File: src/sv/lpe_pkg.sv
// ----------------------------------------------------------------------------
// lpe_pkg
// Types and constants shared by the 3x3 Laplacian edge unit: pixel and result
// payloads, output queue entries, register codes and reset values.
// ----------------------------------------------------------------------------
package lpe_pkg;

  // input payload, one raster-order pixel
  typedef struct packed {
    logic [7:0] in_red;
    logic [7:0] in_green;
    logic [7:0] in_blue;
  } in_pixel_t;

  // result payload
  typedef struct packed {
    logic [7:0]  out_red;
    logic [7:0]  out_green;
    logic [7:0]  out_blue;
    logic [10:0] out_col;
    logic [11:0] out_row;
    logic        last_of_run;
  } out_result_t;

  typedef struct packed {
    logic [7:0] red;
    logic [7:0] green;
    logic [7:0] blue;
  } rgb_t;

  localparam int OUT_COL_W = 11;
  localparam int OUT_ROW_W = 12;

  // one line-store entry holds the upper and the middle row pixel of a column
  localparam int LINE_W = 48;

  // result slots caused by one pixel, in emission order
  localparam int SLOT_INNER  = 0;  // delayed result for (c-1, r-1)
  localparam int SLOT_RIGHT  = 1;  // right border zero for (c, r-1)
  localparam int SLOT_BOTTOM = 2;  // bottom border zero for (c, r)
  localparam int SLOT_N      = 3;

  typedef struct packed {
    rgb_t                  val;
    logic [OUT_COL_W-1:0]  col;
    logic [OUT_ROW_W-1:0]  row;
    logic [SLOT_N-1:0]     mask;
  } q_entry_t;

  typedef struct packed {
    logic     valid;
    q_entry_t entry;
  } q_push_t;

  localparam int QDEPTH = 4;
  localparam int QPTR_W = 2;
  localparam int QCNT_W = 3;

  // configuration port
  localparam int CFG_ADDR_W  = 3;
  localparam int CFG_DATA_W  = 32;
  localparam int CFG_WIDTH_W = 12;
  localparam int CFG_HEIGHT_W = 13;
  localparam logic [CFG_WIDTH_W-1:0]  CFG_WIDTH_RST  = 12'd640;
  localparam logic [CFG_HEIGHT_W-1:0] CFG_HEIGHT_RST = 13'd480;
  localparam logic REG_IMAGE_WIDTH  = 1'b0;
  localparam logic REG_IMAGE_HEIGHT = 1'b1;

endpackage

File: src/sv/lpe_kernel.sv
// ----------------------------------------------------------------------------
// lpe_kernel
// Per-channel 3x3 Laplacian: 8 x centre minus the eight neighbors, clamped
// to 0..255.
// ----------------------------------------------------------------------------
module lpe_kernel (
  input  lpe_pkg::rgb_t       centre,
  input  lpe_pkg::rgb_t [7:0] nb,
  output lpe_pkg::rgb_t       result
);

  logic [10:0] sum_red;
  logic [10:0] sum_green;
  logic [10:0] sum_blue;

  function automatic logic [7:0] clamp8(input logic [7:0] c, input logic [10:0] s);
    logic signed [11:0] acc;
    begin
      acc = $signed({1'b0, c, 3'b000}) - $signed({1'b0, s});
      if (acc[11]) begin
        clamp8 = 8'd0;
      end else if (acc[10:8] != 3'd0) begin
        clamp8 = 8'hFF;
      end else begin
        clamp8 = acc[7:0];
      end
    end
  endfunction

  always_comb begin
    sum_red   = '0;
    sum_green = '0;
    sum_blue  = '0;
    for (int k = 0; k < 8; k++) begin
      sum_red   = sum_red   + 11'(nb[k].red);
      sum_green = sum_green + 11'(nb[k].green);
      sum_blue  = sum_blue  + 11'(nb[k].blue);
    end
  end

  assign result.red   = clamp8(centre.red,   sum_red);
  assign result.green = clamp8(centre.green, sum_green);
  assign result.blue  = clamp8(centre.blue,  sum_blue);

endmodule

File: config.mk
export PLATFORM = sky130hd
export DESIGN_NAME = lpe_kernel
export DESIGN_NICKNAME = d
export VERILOG_FILES = /design/src/sv/lpe_pkg.sv /design/src/sv/lpe_kernel.sv
export SDC_FILE = /design/constraint.sdc
export NUM_CORES = 1
export LEC_CHECK = 0
export ABC_AREA = 1
export BUFFER_PORTS_ARGS = -buffer_cell sky130_fd_sc_hd__buf_2
export CORE_MARGIN = 1
export CORE_UTILIZATION = 45
export DETAILED_ROUTE_END_ITERATION = 7
export PLACE_DENSITY = 0.73
export SYNTH_ARGS = -nofsm -noshare
export SYNTH_HDL_FRONTEND = slang
export SYNTH_SLANG_ARGS = --single-unit
File: constraint.sdc
create_clock -name vclk -period 16.2
set_input_delay 3.24 -clock vclk [all_inputs]
set_output_delay 3.24 -clock vclk [all_outputs]
set_load 0.01 [all_outputs]
==> impl_metrics.toml, run 1 <==
[outcome]
status = "finished, final reports clean"

[grt]
grt_pass1_wl_um = 23800
grt_pass1_vias = 5781
antenna_found_initial = 0
grt_usage_pct = 19.1
overflow = 0
grt_max_degree = 12

[die]
io_pins = 240
die_w_um = 124
initial_utilization_pct = 46.0
fp.dieH_um = 124
core_area_mm2 = 0.0145
rows = 44
die-area_mm2 = 0.0154

[setup_path]
critical_path.endpoint_type = "output port"
path_max_fanout = 8
cp-startpoint = "nb[39]"
crit_required_ns = 12.96
cp-start-kind = "input pin"
critPathKind = "input pin to output port"
worstPathArrival_ns = 6.98

[worst_hold_path]
min_from = "centre[8]"
min_path_cells = 6
hold_end = "result[8]"
min_path_type = "input pin to output port"

[drt]
avgRoutedWirePerCell_um = 10.6
via_count = 5659
drt_pre_antenna_iters = 5
ant_nets = 0
drt_iter0_drc = 175
drcViolationCount = 0
wl_um = 13600
via_per_inst = 4.38

[timing]
timing.final.crit_period_ns = 10.22
finalCritPeriodShare_pct = 63.1
setup_viol = 0
slew_headroom_pct = 73.7
setup_tns_ns = 0
rsz0062_at_grt = "false"
slew_violations = 0
hold_viol_final = 0
tightest_slew_ns = 0.394
fmax_ghz = 0.0979

[clock_network]
cts_setup_buffers = 0
post_cts_resized = 0
cts.hold.buffers_added = 0

[yosys]
yosys.cell_types.count = 20
synth_top_area_share_pct = 47.6
synth_top_cell_by_area = "fa_1"
syn-instance-count = 868
synthSimpleGateAreaFrac_pct = 16.7
synth_top_family_by_area = "adder cells"
synth.top_cells.by_count = "inv_1, fa_1, nand2_1"
syn_nets = 1300
synth-seq-area-share_pct = 0
synth.most_common_cell = "inv_1"
synth_fa_ha_area_share_pct = 58.2
synth_warnings = 0
synth_mux_area_share_pct = 0
avgSynthCellArea_um2 = 7.71
synth_compound_area_share_pct = 2.11
synth_xor_area_share_pct = 3.27
synth_area_leaders = "fa_1, inv_1, ha_1"
netlist_area_mm2 = 0.00669

[place]
dp_hpwl_um = 13100
place_congestion = 0.828
io_buffers = 240

[final_layout]
drive_above_1_share_pct = 23.8
seqCellArea_um2 = 0
fin_nets = 1542
area_growth_pct = 21.4
final_util_pct = 55.9
flops_and_latches = 0
diodes = 0
clkbuf_count = 0

[flow_run]
maxCapViolCount = 0
==> cell usage in the layout, fill, tap and decap left out <==
master and n:
xnor2_1 13, nand3_2 2, buf_2 240, fa_1 159
ha_1 57, nor2_1 29, or2_2 1, o21bai_1 2
inv_2 10, nand4_1 9, o21ai_0 2, o21bai_2 1
nand2_2 6, nor2_8 3, a21oi_1 21, nand2_1 153
xor2_1 12, nand3_1 40, nand3b_1 6, nor2_2 1
inv_1 341
==> worst max-delay path: stages <==
cell,delay [ns]
buf_2,0.07
inv_1,0.04
fa_1,0.54
inv_1,0.06
fa_1,0.47
inv_1,0.05
fa_1,0.47
inv_1,0.05
fa_1,0.48
inv_1,0.04
ha_1,0.33
nand2_1,0.14
inv_1,0.05
a21oi_1,0.19
nand3b_1,0.10
nand2_1,0.08
inv_2,0.06
nor2_8,0.15
nand3_1,0.10
nand2_1,0.08
inv_1,0.04
buf_2,0.13
==> metrics by stage <==
step | hold slack, ns | setup WS [ns] | cells | instance area [um2]
after global placement | 7.05 | 6.01 | 1292 | 8120
after global routing | 7.14 | 5.67 | 1292 | 8120
after detailed placement | 7.05 | 5.96 | 1292 | 8120
final | 7.06 | 5.98 | 1292 | 8120
after CTS | 7.05 | 5.94 | 1292 | 8120
after floorplan | 6.70 | 6.45 | 868 | 6690
==> cell families after synthesis <==
logic type | count (synthesis)
AO/OA/AOI/OAI | 26
XOR/XNOR | 25
adder cells (fa/ha/maj) | 216
buffers and inverters | 351
AND/OR/NAND/NOR | 250
==> area by class of cell <==
class / instances / area [um2]
Fill cell: 1433 / 6410
Tap cell: 184 / 230
Timing Repair Buffer: 240 / 1200
Inverter: 351 / 1320
Multi-Input combinational cell: 517 / 5370
==> worst max path at each step <==
stage / end / cells past startpoint
after detailed placement: result[7] / 20
after CTS: result[7] / 20
after global placement: result[7] / 22
after floorplan: result[16] / 20
after global routing: result[5] / 20
final: result[8] / 22
==> routing by layer <==
| layer | wire (um) | GRT usage, % | vias up |
|---|---|---|---|
| met4 | 159 | 2.01 | 0 |
| li1 | - | - | 2879 |
| met5 | 0 | 0 | - |
| met3 | 620 | 0.916 | 10 |
| met1 | 5660 | 23.6 | 2632 |
| met2 | 7190 | 37.6 | 138 |
Power of run 1 is not shown: default switching activity piles up to over one toggle a cycle in this logic, so the estimate is an artifact.
==> run 2: changes to the inputs <==
Clock period 16.2 ns to 9.42 ns, I/O delays scaled along.
==> run 2 against run 1 <==
Count of clock-buffer cells in the layout stayed put. Non-clock buffer count stayed put. Critical path depth stayed put. Core utilization stayed put. Cell area stayed put. Flip-flop and latch count stayed put. Die area stayed put. Global-route usage is 0.12 points higher. Hold slack worse by 2.7 ns. Critical endpoint is now result[7]. Largest cell class unchanged.
==> impl_metrics.toml, run 2 (synthesis gave the netlist of run 1 again) <==
[clock_network]
cts.hold.buffers_added = 0
post_cts_resized = 0
cts_setup_buffers = 0

[setup_path]
critical_path.endpoint_type = "output port"
crit_required_ns = 7.54
worstPathArrival_ns = 5.65
path_max_fanout = 8
critPathKind = "input pin to output port"
cp-start-kind = "input pin"

[timing]
fmax_ghz = 0.133
finalCritPeriodShare_pct = 79.9
slew_headroom_pct = 75.5
timing.final.crit_period_ns = 7.53
slew_violations = 0
hold_viol_final = 0
setup_tns_ns = 0
tightest_slew_ns = 0.367
rsz0062_at_grt = "false"
setup_viol = 0

[grt]
grt_pass1_vias = 5806
overflow = 0
grt_pass1_wl_um = 23900
grt_usage_pct = 19.2
antenna_found_initial = 0
grt_max_degree = 12

[final_layout]
seqCellArea_um2 = 0
flops_and_latches = 0
fin_nets = 1542
most-common-layout-cells = "inv_1, buf_2, fa_1"
drive_above_1_share_pct = 23.8
final_util_pct = 55.9
final_common_cell = "inv_1"
n_fill_cell = 1450
diodes = 0
clkbuf_count = 0
area_growth_pct = 21.4

[die]
rows = 44
core_area_mm2 = 0.0145
initial_utilization_pct = 46.0
die_w_um = 124
io_pins = 240
fp.dieH_um = 124
die-area_mm2 = 0.0154

[flow_run]
maxCapViolCount = 0

[outcome]
status = "finished, final reports clean"

[place]
place_congestion = 0.829
io_buffers = 240
dp_hpwl_um = 13200

[drt]
via_per_inst = 4.37
via_count = 5640
avgRoutedWirePerCell_um = 10.6
drcViolationCount = 0
drt_iter0_drc = 167
drt_pre_antenna_iters = 5
ant_nets = 0
wl_um = 13700

[worst_hold_path]
min_path_type = "input pin to output port"
run 2: cell counts in the layout (fill, tap and decap cells not counted):
No cell type changed its count.
run 2: path summary, 6_finish.rpt:
path,start,to,slack [ns],cells after the start
worst max-delay path,nb[31],result[7],1.89,22
worst min-delay path,centre[8],result[8],4.34,6
run 2: worst max-delay path: stages:
cell and delay, ns:
buf_2 0.07, inv_1 0.04, fa_1 0.56, inv_1 0.06, fa_1 0.48, inv_1 0.05, fa_1 0.48, inv_1 0.05
fa_1 0.47, inv_1 0.04, ha_1 0.33, nand2_1 0.12, inv_1 0.06, a21oi_1 0.21, nand3_1 0.10, nand2_1 0.08
nand2_2 0.08, nor2_8 0.13, nand3_1 0.09, nand2_1 0.07, inv_1 0.04, buf_2 0.13
run 2: layout make-up:
class | count | area (um2) | area share (%)
multi-input combinational | 517 | 5370 | 66.1
inverter | 351 | 1320 | 16.2
tap | 184 | 230 | 2.84
timing repair buffer | 240 | 1200 | 14.8
run 2: metal layers:
| layer | global-route usage, % | routed length (um) |
|---|---|---|
| met3 | 0.595 | 660 |
| met2 | 37.9 | 7250 |
| met4 | 1.64 | 121 |
| met5 | 0 | 0 |
| met1 | 24.1 | 5660 |
run 2: per-stage QoR:
stage	worst slack (ns)	hold WS (ns)	area, um2	std cells
6_report	1.89	4.34	8120	1292
5_1_grt	1.60	4.43	8120	1292
4_1_cts	1.86	4.35	8120	1292
3_5_place_dp	1.87	4.34	8120	1292
3_3_place_gp	1.94	4.34	8120	1292
2_1_floorplan	2.39	3.99	6690	868
Power of run 2 is left out for the same reason.
