<file path="config.mk">
export PLATFORM = sky130hd
export DESIGN_NAME = lpe_out_queue
export DESIGN_NICKNAME = d
export VERILOG_FILES = /design/src/sv/lpe_pkg.sv /design/src/sv/lpe_out_queue.sv
export SDC_FILE = /design/constraint.sdc
export NUM_CORES = 1
export LEC_CHECK = 0
export BUFFER_PORTS_ARGS = -buffer_cell sky130_fd_sc_hd__buf_4
export CAP_MARGIN = 20
export CORE_ASPECT_RATIO = 1.2
export CORE_MARGIN = 5
export CORE_UTILIZATION = 30
export CTS_BUF_LIST = sky130_fd_sc_hd__clkbuf_4 sky130_fd_sc_hd__clkbuf_8
export DETAILED_ROUTE_END_ITERATION = 10
export SLEW_MARGIN = 30
export SYNTH_ARGS = -nofsm -noshare
export SYNTH_HDL_FRONTEND = slang
export SYNTH_SLANG_ARGS = --single-unit
</file>
<file path="constraint.sdc">
create_clock -name clk -period 2.9 [get_ports clk]
set_input_delay 0 -clock clk [delete_from_list [all_inputs] [get_ports clk]]
set_output_delay 0 -clock clk [all_outputs]
set_load 0.02 [all_outputs]
</file>
<file path="src/sv/lpe_pkg.sv">
// ----------------------------------------------------------------------------
// lpe_pkg
// Types and constants shared by the 3x3 Laplacian edge unit: pixel and result
// payloads, output queue entries, register codes and reset values.
// ----------------------------------------------------------------------------
package lpe_pkg;

  // input payload, one raster-order pixel
  typedef struct packed {
    logic [7:0] in_red;
    logic [7:0] in_green;
    logic [7:0] in_blue;
  } in_pixel_t;

  // result payload
  typedef struct packed {
    logic [7:0]  out_red;
    logic [7:0]  out_green;
    logic [7:0]  out_blue;
    logic [10:0] out_col;
    logic [11:0] out_row;
    logic        last_of_run;
  } out_result_t;

  typedef struct packed {
    logic [7:0] red;
    logic [7:0] green;
    logic [7:0] blue;
  } rgb_t;

  localparam int OUT_COL_W = 11;
  localparam int OUT_ROW_W = 12;

  // one line-store entry holds the upper and the middle row pixel of a column
  localparam int LINE_W = 48;

  // result slots caused by one pixel, in emission order
  localparam int SLOT_INNER  = 0;  // delayed result for (c-1, r-1)
  localparam int SLOT_RIGHT  = 1;  // right border zero for (c, r-1)
  localparam int SLOT_BOTTOM = 2;  // bottom border zero for (c, r)
  localparam int SLOT_N      = 3;

  typedef struct packed {
    rgb_t                  val;
    logic [OUT_COL_W-1:0]  col;
    logic [OUT_ROW_W-1:0]  row;
    logic [SLOT_N-1:0]     mask;
  } q_entry_t;

  typedef struct packed {
    logic     valid;
    q_entry_t entry;
  } q_push_t;

  localparam int QDEPTH = 4;
  localparam int QPTR_W = 2;
  localparam int QCNT_W = 3;

  // configuration port
  localparam int CFG_ADDR_W  = 3;
  localparam int CFG_DATA_W  = 32;
  localparam int CFG_WIDTH_W = 12;
  localparam int CFG_HEIGHT_W = 13;
  localparam logic [CFG_WIDTH_W-1:0]  CFG_WIDTH_RST  = 12'd640;
  localparam logic [CFG_HEIGHT_W-1:0] CFG_HEIGHT_RST = 13'd480;
  localparam logic REG_IMAGE_WIDTH  = 1'b0;
  localparam logic REG_IMAGE_HEIGHT = 1'b1;

endpackage

</file>
<file path="src/sv/lpe_out_queue.sv">
// ----------------------------------------------------------------------------
// lpe_out_queue
// Result queue: one entry per pixel that has results, up to three of them;
// the head entry is sent one result per transfer, in slot order.
// ----------------------------------------------------------------------------
module lpe_out_queue (
  input  logic                        clk,
  input  logic                        rst_n,
  input  lpe_pkg::q_push_t            push,
  output logic                        out_valid,
  input  logic                        out_ready,
  output lpe_pkg::out_result_t        out_data,
  output logic [lpe_pkg::QCNT_W-1:0]  level
);

  lpe_pkg::q_entry_t store [lpe_pkg::QDEPTH];

  logic [lpe_pkg::QPTR_W-1:0] wr_ptr_r, wr_ptr_nxt;
  logic [lpe_pkg::QPTR_W-1:0] rd_ptr_r, rd_ptr_nxt;
  logic [lpe_pkg::QCNT_W-1:0] level_r, level_nxt;
  logic [lpe_pkg::SLOT_N-1:0] done_r, done_nxt;

  lpe_pkg::q_entry_t          head;
  logic [lpe_pkg::SLOT_N-1:0] rem;
  logic [lpe_pkg::SLOT_N-1:0] sel;
  logic                       last;
  logic                       take;
  logic                       pop;

  always_ff @(posedge clk) begin
    if (push.valid) begin
      store[wr_ptr_r] <= push.entry;
    end
  end

  assign head = store[rd_ptr_r];
  assign rem  = head.mask & ~done_r;

  always_comb begin
    sel = '0;
    if (rem[lpe_pkg::SLOT_INNER]) begin
      sel[lpe_pkg::SLOT_INNER] = 1'b1;
    end else if (rem[lpe_pkg::SLOT_RIGHT]) begin
      sel[lpe_pkg::SLOT_RIGHT] = 1'b1;
    end else begin
      sel[lpe_pkg::SLOT_BOTTOM] = 1'b1;
    end
  end

  assign last = ((rem & ~sel) == '0);

  always_comb begin
    out_data.out_red     = 8'd0;
    out_data.out_green   = 8'd0;
    out_data.out_blue    = 8'd0;
    out_data.out_col     = head.col;
    out_data.out_row     = head.row;
    out_data.last_of_run = last;
    if (sel[lpe_pkg::SLOT_INNER]) begin
      out_data.out_red   = head.val.red;
      out_data.out_green = head.val.green;
      out_data.out_blue  = head.val.blue;
      out_data.out_col   = head.col - 11'd1;
      out_data.out_row   = head.row - 12'd1;
    end else if (sel[lpe_pkg::SLOT_RIGHT]) begin
      out_data.out_row   = head.row - 12'd1;
    end
  end

  assign out_valid = (level_r != '0);
  assign take      = out_valid && out_ready;
  assign pop       = take && last;

  always_comb begin
    wr_ptr_nxt = wr_ptr_r;
    rd_ptr_nxt = rd_ptr_r;
    done_nxt   = done_r;
    if (push.valid) begin
      wr_ptr_nxt = wr_ptr_r + 1'b1;
    end
    if (take) begin
      if (last) begin
        rd_ptr_nxt = rd_ptr_r + 1'b1;
        done_nxt   = '0;
      end else begin
        done_nxt = done_r | sel;
      end
    end
    level_nxt = lpe_pkg::QCNT_W'(level_r + lpe_pkg::QCNT_W'(push.valid)
                                 - lpe_pkg::QCNT_W'(pop));
  end

  always_ff @(posedge clk) begin
    if (!rst_n) begin
      wr_ptr_r <= '0;
      rd_ptr_r <= '0;
      level_r  <= '0;
      done_r   <= '0;
    end else begin
      wr_ptr_r <= wr_ptr_nxt;
      rd_ptr_r <= rd_ptr_nxt;
      level_r  <= level_nxt;
      done_r   <= done_nxt;
    end
  end

  assign level = level_r;

endmodule

</file>
==> impl_results.md, run 1 <==
- Status: finished clean
- Cell area after layout: 11,500 sq um
- Worst r2r dst: level[2]$_SDFF_PN0_
- Met3 usage: 2.62%
- Req. time, crit path: 2.90 ns
- F_max: 349 MHz
- Die ar.: 31,800 sq um
- Port Buffers: 105
- Reg2Reg Setup Slack: 0.12 ns
- Max Buffers Root-to-Sink: 3
- Async SR Flop Fraction: 0%
- DP Area: 9820 sq um
- Final Setup Violations: 0
- Register area: 6250 sq um
- Fillers: 2,551
- Total track usage: 11.6%
- FP Rows: 67
- First DRT Iteration DRCs: 152
- Multi-input gate area: 2190 sq um
- Vias in the first global route: 5,215
- Startpoint Class: flop
- CP Class: flop to output port
- CP Capture Type: output port
- Pre-Repair DR Iteration Count: 4
- Fin crit period: 2.86 ns
- Final Skew: 0.0129 ns
- NumNets Final: 706
- Final Hold Viols: 0
- Area Overhead vs Synth: 35.5%
- DRC viols: 0
- Synth cell types: 44
- EDFF count, synth: 200
- Seq/Total Area, Yosys: 73.6%
- PwrDens: 751 nW/um^2
- CTS tree: done
- Via count: 4,652
- Unrepaired setup endpoints after global routing: true
- HPWL after detailed placement: 11.3 mm
- Global routing usage on met2: 21.2%
- Largest family of logic cells by synthesized area: multiplexers
- Critical path peak fanout: 5
- Max Slew Vio Count: 0
- Peak VDD IR: 0.394 mV
- WL/cell: 17.8 um
- # clock sinks: 212
- Most common cell after layout, fill and taps aside: edfxtp_1
- Core area: 27,900 sq um
- CTS Buf Count: 36
- CTS Root Cell: clkbuf_8
- Synthesized cell area: 8480 sq um
- GPL Wtd Cong: 0.729
- Layout cells sized above 1: 41.6%
- Antenna fix cells: 0
- Rel. slew slack: 63.2%
- H-tree depth: 2
- Mux cell area share after synthesis: 13.4%
- Synth top area cells: edfxtp_1, mux4_2, dfxtp_1
- Total Wirelength: 18.7 mm
- Most Crowded Layer GR: met2
- Clock transition at path regs: 0.06 ns
- Hold Path Class: primary input to flop
- Post-synth top area share: 70.8%
- Total grt overflow: 0
- Mean Syn Cell Area: 19.9 sq um
- Least-Margin Pin Slew: 0.538 ns
- Post-synthesis instance total: 426
- CP arrival: 2.86 ns
- Sum Neg Setup Slack: 0 ns
- Post-synthesis register bit count: 212
- Yosys warns: 0
- Initial antenna violation count: 1
- Commonest cells after routing, fill and taps aside: edfxtp_1, buf_4, dlygate4sd3_1
- Max_cap viols: 0
- Largest net degree at the start of global routing: 43
- CP endpoint: out_data[12]
- Primary FF master, synth: edfxtp_1
- Adder-cell area share of the yosys netlist: 1.53%
- Compound-Gate Fraction of Synth Area: 1.71%
- Starting Density: 30.4%
- Met1 usage: 13.4%
- Worst-Skew Late Latency: 0.51 ns
- Die width: 164 um
- Simple-gate area share of the yosys netlist: 5.59%
- Die Height: 194 um
- Final period utilization: 98.7%
- Leakage: 3.99 nW
- Ports: 106
- Final hold slack: 0.228 ns
- Syn_nets: 489
- Global-route wire length before repair: 28.5 mm
- Synth Area in XOR/XNOR: 2.48%
- Area leader, netlist: edfxtp_1
- FF-to-FF path depth: 13
- Via-to-Cell Ratio: 4.43
- Post-route ant nets: 0
worst max-delay path, stage by stage, from the launching register on:
cell	delay (ns)
dfxtp_4	0.40
buf_16	0.14
mux4_2	0.50
or3_4	0.41
a2111o_1	0.40
nor4_4	0.18
xor2_1	0.18
buf_4	0.16
Yosys cell counts, drive strengths merged, types with 7 or more instances:
master and instances:
nand2 9, edfxtp 200, and2 29, xor2 7, a21oi 7, nor2 19, ha 8, dfxtp 12
xnor2 17, mux4 48, inv 11, buf 10
report_power, final:
part,total [mW],switching [mW],internal [mW]
clock network,2.75,1.16,1.59
registers,3.59,0.0659,3.53
logic,2.29,1.15,1.14
cell families after synthesis:
kind of cell / count (synthesis)
xor+xnor: 24
fa+ha+maj: 10
mux: 53
simple gates: 81
flops: 212
buf+inv: 28
compound gates: 18
worst min path at each step:
stage	end	start	slack (ns)	cells past startpoint
after floorplan	store[0][0]$_DFFE_PP_	push[0]	0.1	0
after global placement	store[1][45]$_DFFE_PP_	push[45]	0.20	1
after detailed placement	store[0][1]$_DFFE_PP_	push[1]	0.20	1
after CTS	store[3][37]$_DFFE_PP_	push[37]	0.18	2
after global routing	store[2][47]$_DFFE_PP_	push[47]	0.19	2
final	store[3][37]$_DFFE_PP_	push[37]	0.23	2
metal layers:
layer  share of wire (%)  vias to the layer above
li1                    -                     2131
met1                  40                     2366
met2                  53                      113
met3                 4.3                       40
met4                 2.8                        2
met5               0.059                        -
sequential cells by signal (all words and copies together), names as in the netlist, named ones only:
register and cells:
store 200, done_r 3, level 3, rd_ptr_r 2, wr_ptr_r 2
area by class of cell:
| class | count | area share, % |
|---|---|---|
| Sequential cell | 212 | 54.4 |
| Timing Repair Buffer | 195 | 15.5 |
| Clock inverter | 19 | 1.48 |
| Multi-Input combinational cell | 186 | 19.1 |
| Tap cell | 379 | 4.12 |
| Inverter | 12 | 0.392 |
| Clock buffer | 47 | 5.08 |
per-stage QoR:
step           std cells  setup WS [ns]  utilization [%]  total power [mW]
2_1_floorplan        426         0.0461                -              4.88
3_3_place_gp         909          0.204             35.2              5.60
3_5_place_dp         909          0.108             35.2              5.64
4_1_cts             1038        -0.0634             40.5              8.65
5_1_grt             1050        -0.0775             41.2              9.06
6_report            1050         0.0374             41.2              8.63
what timing repair did:
item	in CTS	in global routing
pin swaps	2	12
endpoints found under the setup margin	14	14
hold endpoints to repair	212	0
setup buffers	6	12
hold buffers	54	0
cloned	3	0
resized for setup	9	20
No activity file was read; power rests on OpenSTA's default activity.
==> run 2: changes to the inputs <==
Settings changed: CORE_UTILIZATION 30 to 50, PLACE_DENSITY from default to 0.73.
==> run 2 against run 1 <==
Net effect: the flow now finishes with violations (negative setup slack); setup slack got worse by 0.11 ns; fmax fell by 3.7%; register-to-register slack got worse by 0.05 ns.
==> impl_results.md, run 2 (same netlist as run 1, synthesis figures left out) <==
- Status: complete, but fails checks
- Failing checks: negative setup slack
- Via count: 4,592
- Critical path peak fanout: 7
- Layout cells sized above 1: 41.2%
- Most common cell after layout, fill and taps aside: edfxtp_1
- F_max: 336 MHz
- CP Class: flop to output port
- Die ar.: 19,700 sq um
- Vias in the first global route: 5,055
- Core area: 16,800 sq um
- CTS tree: done
- Sum Neg Setup Slack: -0.133 ns
- Via-to-Cell Ratio: 5.28
- Post-route ant nets: 0
- Starting Density: 50.5%
- Commonest cells after routing, fill and taps aside: edfxtp_1, buf_4, dlygate4sd3_1
- PwrDens: 718 nW/um^2
- HPWL after detailed placement: 10.2 mm
- Max Buffers Root-to-Sink: 3
- Worst-Skew Late Latency: 0.53 ns
- FF-to-FF path depth: 14
- Area Overhead vs Synth: 31.0%
- Startpoint Class: flop
- Global-route wire length before repair: 26.8 mm
- Total grt overflow: 0
- DRC viols: 0
- Peak VDD IR: 0.476 mV
- Ports: 106
- Initial antenna violation count: 0
- Max_cap viols: 0
- CTS Root Cell: clkbuf_8
- Antenna fix cells: 0
- Least-Margin Pin Slew: 0.764 ns
- Die width: 129 um
- Hold Path Class: primary input to flop
- Max reg flops: 200
- Total track usage: 17.4%
- Worst r2r dst: level[2]$_SDFF_PN0_
- Clock transition at path regs: 0.06 ns
- Total Power: 7.98 mW
- Rel. slew slack: 49.1%
- CP Capture Type: output port
- Reg2Reg Setup Slack: 0.07 ns
- CP arrival: 2.97 ns
- GPL Wtd Cong: 0.783
- Req. time, crit path: 2.90 ns
- CP endpoint: out_data[12]
- Die Height: 153 um
- CTS Buf Count: 30
- FP Rows: 52
- Final Hold Viols: 0
- Port Buffers: 105
- WL/cell: 20.0 um
- Final period utilization: 103%
- # clock sinks: 212
- Fin crit period: 2.97 ns
- First DRT Iteration DRCs: 253
- H-tree depth: 1
- Pre-Repair DR Iteration Count: 4
- Leakage: 3.90 nW
- Final Skew: 0.0226 ns
- Max Slew Vio Count: 0
- Largest net degree at the start of global routing: 51
- Total Wirelength: 17.4 mm
- Unrepaired setup endpoints after global routing: true
- Final Setup Violations: 4
- Final WS setup: -0.0732 ns
- NumNets Final: 697
- Largest reg by FF count: store
-- run 2: changes by cell type in the layout (fill, tap and decap cells not counted), sizes merged --
cell / before / now
clkbuf: 47 / 41
clkinvlp: 4 / 0
bufinv: 3 / 0
buf: 139 / 137
clkinv: 13 / 11
bufbuf: 2 / 1
-- run 2: metrics by stage --
stage	worst slack, ns	utilization, %	hold WS, ns	cells	area [sq um]
detailed placement	0.124	57.3	0.205	744	9610
CTS	-0.190	64.5	0.178	856	10800
global route	-0.192	66.2	0.179	869	11100
finish	-0.0732	66.2	0.209	869	11100
floorplan	0.0461	-	0.0989	426	8480
global placement	0.201	57.3	0.199	744	9610
-- run 2: how the worst min path moves through the flow --
stage	start	endpoint	depth (start not counted)
after floorplan	push[0]	store[0][0]$_DFFE_PP_	0
after global placement	push[46]	store[2][46]$_DFFE_PP_	1
after detailed placement	push[33]	store[3][33]$_DFFE_PP_	1
after CTS	push[33]	store[3][33]$_DFFE_PP_	2
after global routing	push[30]	store[0][30]$_DFFE_PP_	2
final	push[30]	store[1][30]$_DFFE_PP_	2
-- run 2: area by class of cell --
cell class,instances,area [sq um]
Sequential cell,212,6250
Clock buffer,41,502
Timing Repair Buffer,192,1730
Multi-Input combinational cell,186,2280
Fill cell,1107,5670
Clock inverter,10,38.8
Inverter,12,45.0
Tap cell,216,270
-- run 2: where the power goes --
group	switching [mW]	internal, mW
clock network	1.01	1.10
registers	0.0622	3.53
logic	1.16	1.12
total	2.23	5.75
-- run 2: worst max-delay path: stages (launching register included) --
cell and delay (ns):
dfxtp_4 0.37, buf_16 0.12, buf_12 0.12, mux4_2 0.54, or4_4 0.58, nor4_4 0.32
xor2_1 0.21, buf_4 0.17
-- run 2: routing by layer --
layer  global-route usage, %  vias up  part of all wire (%)
met3                    3.44       26                   4.9
met5                       0        -                     0
met4                    4.30        0                   1.6
met1                    22.5     2332                    41
li1                        -     2099                     -
met2                    30.3      135                    52
-- run 2: what timing repair did --
action,4_1_cts,5_1_grt
pin swaps,4,7
cloned,2,0
hold buffers,54,0
endpoints found under the hold margin,212,0
resized for setup,11,42
buffers inserted,5,13
setup endpoints to repair,14,17
==> run 3: changes to the inputs <==
Settings changed: CORE_ASPECT_RATIO 1.2 to 0.6, CTS_CLUSTER_SIZE from default to 16.
==> run 3 against run 2 <==
Net effect: setup slack lost 0.10 ns; cell count increased by 4.3%; the flow still finishes with violations (negative setup slack); wire length increased by 2.2%; clock power grew 11%; critical endpoint unchanged; worst hold slack worse by 0.021 ns; register-to-register slack improved by 0.02 ns; die area grew 0.38%; critical path depth stayed put; largest power group unchanged; non-clock buffer count increased by 20; fmax down 3.3%; count of clock-buffer cells in the layout grew 7.
==> impl_results.md, run 3 (same netlist as run 1, synthesis figures left out) <==
- DP Worst Slack: 0.130 ns
- First DRT Iteration DRCs: 347
- CTS Buf Count: 31
- Max reg flops: 200
- Sum Neg Setup Slack: -0.276 ns
- Layout cells sized above 1: 43.5%
- Req. time, crit path: 2.90 ns
- Leakage: 4.02 nW
- Port Buffers: 105
- Total track usage: 18.1%
- CTS Root Cell: clkbuf_8
- FF-to-FF path depth: 12
- Least-Margin Pin Slew: 0.658 ns
- Final Hold Viols: 0
- H-tree depth: 1
- Die Height: 111 um
- # clock sinks: 212
- Final Setup Violations: 3
- Most common cell after layout, fill and taps aside: edfxtp_1
- CP Capture Type: output port
- Total Wirelength: 17.8 mm
- Max Slew Vio Count: 0
- F_max: 325 MHz
- HPWL after detailed placement: 10.9 mm
- Vias in the first global route: 5,032
- Rel. slew slack: 56.2%
- Startpoint Class: flop
- Largest reg by FF count: store
- NumNets Final: 718
- Largest net degree at the start of global routing: 35
- Cell area after layout: 11,300 sq um
- Worst-Skew Late Latency: 0.54 ns
- Max Buffers Root-to-Sink: 3
- Core area: 16,400 sq um
- Antenna fix cells: 0
- Final hold slack: 0.188 ns
- CTS tree: done
- Reg2Reg Setup Slack: 0.09 ns
- Die width: 178 um
- DP Area: 9670 sq um
- GPL Wtd Cong: 0.793
- Total Power: 8.31 mW
- Critical path peak fanout: 6
- Via-to-Cell Ratio: 5.21
- Hold Path Class: primary input to flop
- Status: complete, but fails checks
- PwrDens: 736 nW/um^2
- Unrepaired setup endpoints after global routing: true
- Failing checks: negative setup slack
- Hold depth: 2
- Final period utilization: 106%
- Commonest cells after routing, fill and taps aside: edfxtp_1, buf_4, dlygate4sd3_1
- Final Skew: 0.0140 ns
- Min-delay src: push[35]
- Final WS setup: -0.174 ns
- Via count: 4,721
- Pre-Repair DR Iteration Count: 4
- Worst r2r dst: level[0]$_SDFF_PN0_
- Worst hold endpoint: store[0][35]$_DFFE_PP_
- Clock transition at path regs: 0.06 ns
- Initial antenna violation count: 0
- DRC viols: 0
- Area Overhead vs Synth: 33.0%
- CP arrival: 3.07 ns
- FP Rows: 36
- WL/cell: 19.6 um
- CP Class: flop to output port
- Max_cap viols: 0
- Die ar.: 19,800 sq um
- Post-route ant nets: 0
- Ports: 106
- Peak VDD IR: 0.507 mV
- Starting Density: 51.6%
- Global-route wire length before repair: 27.6 mm
- Fin crit period: 3.07 ns
- Total grt overflow: 0
run 3: power by group:
| group | internal (mW) | switching [mW] | leakage [nW] |
|---|---|---|---|
| logic | 1.20 | 1.17 | 1.76 |
| registers | 3.53 | 0.0618 | 1.94 |
| clock network | 1.28 | 1.07 | 0.331 |
| total | 6.00 | 2.31 | 4.02 |
run 3: layer usage:
layer	routed length, um	up-vias	track usage [%]
met4	193	0	3.27
li1	-	2144	-
met3	1170	18	3.95
met5	0	-	0
met2	8340	153	28.6
met1	8070	2406	26.5
run 3: worst max path at each step:
stage / start / endpoint / slack [ns] / depth (start not counted)
2_1_floorplan: flop / level[2]$_SDFF_PN0_ / 0.05 / 14
3_3_place_gp: flop / out_data[12] / 0.21 / 7
3_5_place_dp: flop / level[2]$_SDFF_PN0_ / 0.13 / 12
4_1_cts: flop / out_data[12] / -0.25 / 7
5_1_grt: flop / out_data[12] / -0.29 / 7
6_report: flop / out_data[12] / -0.17 / 7
run 3: layout make-up:
cell class	instances	area [sq um]
repair buffers	212	1860
well taps	228	285
flip-flops and latches	212	6250
clock inverters	8	41.3
inverters	12	45.0
clock buffers	48	586
fillers	1055	5150
multi-input cells	186	2210
run 3: what timing repair did:
| action | in CTS | in global routing |
|---|---|---|
| endpoints found under the hold margin | 212 | 0 |
| pin swaps | 11 | 11 |
| gates cloned | 2 | 0 |
| resized for setup | 21 | 21 |
| endpoints found under the setup margin | 13 | 16 |
| hold buffers | 54 | 0 |
| buffers inserted | 22 | 9 |
run 3: critical path, stage by stage (launching register included):
cell and delay (ns):
dfxtp_4 0.39, buf_12 0.13, buf_8 0.11, mux4_2 0.54, or4_4 0.60, nor4_4 0.38
xor2_1 0.22, buf_4 0.17
run 3: through the flow:
stage	cells	util [%]
global placement	763	58.8
global route	906	68.6
detailed placement	763	58.8
finish	906	68.6
floorplan	426	-
CTS	897	67.7
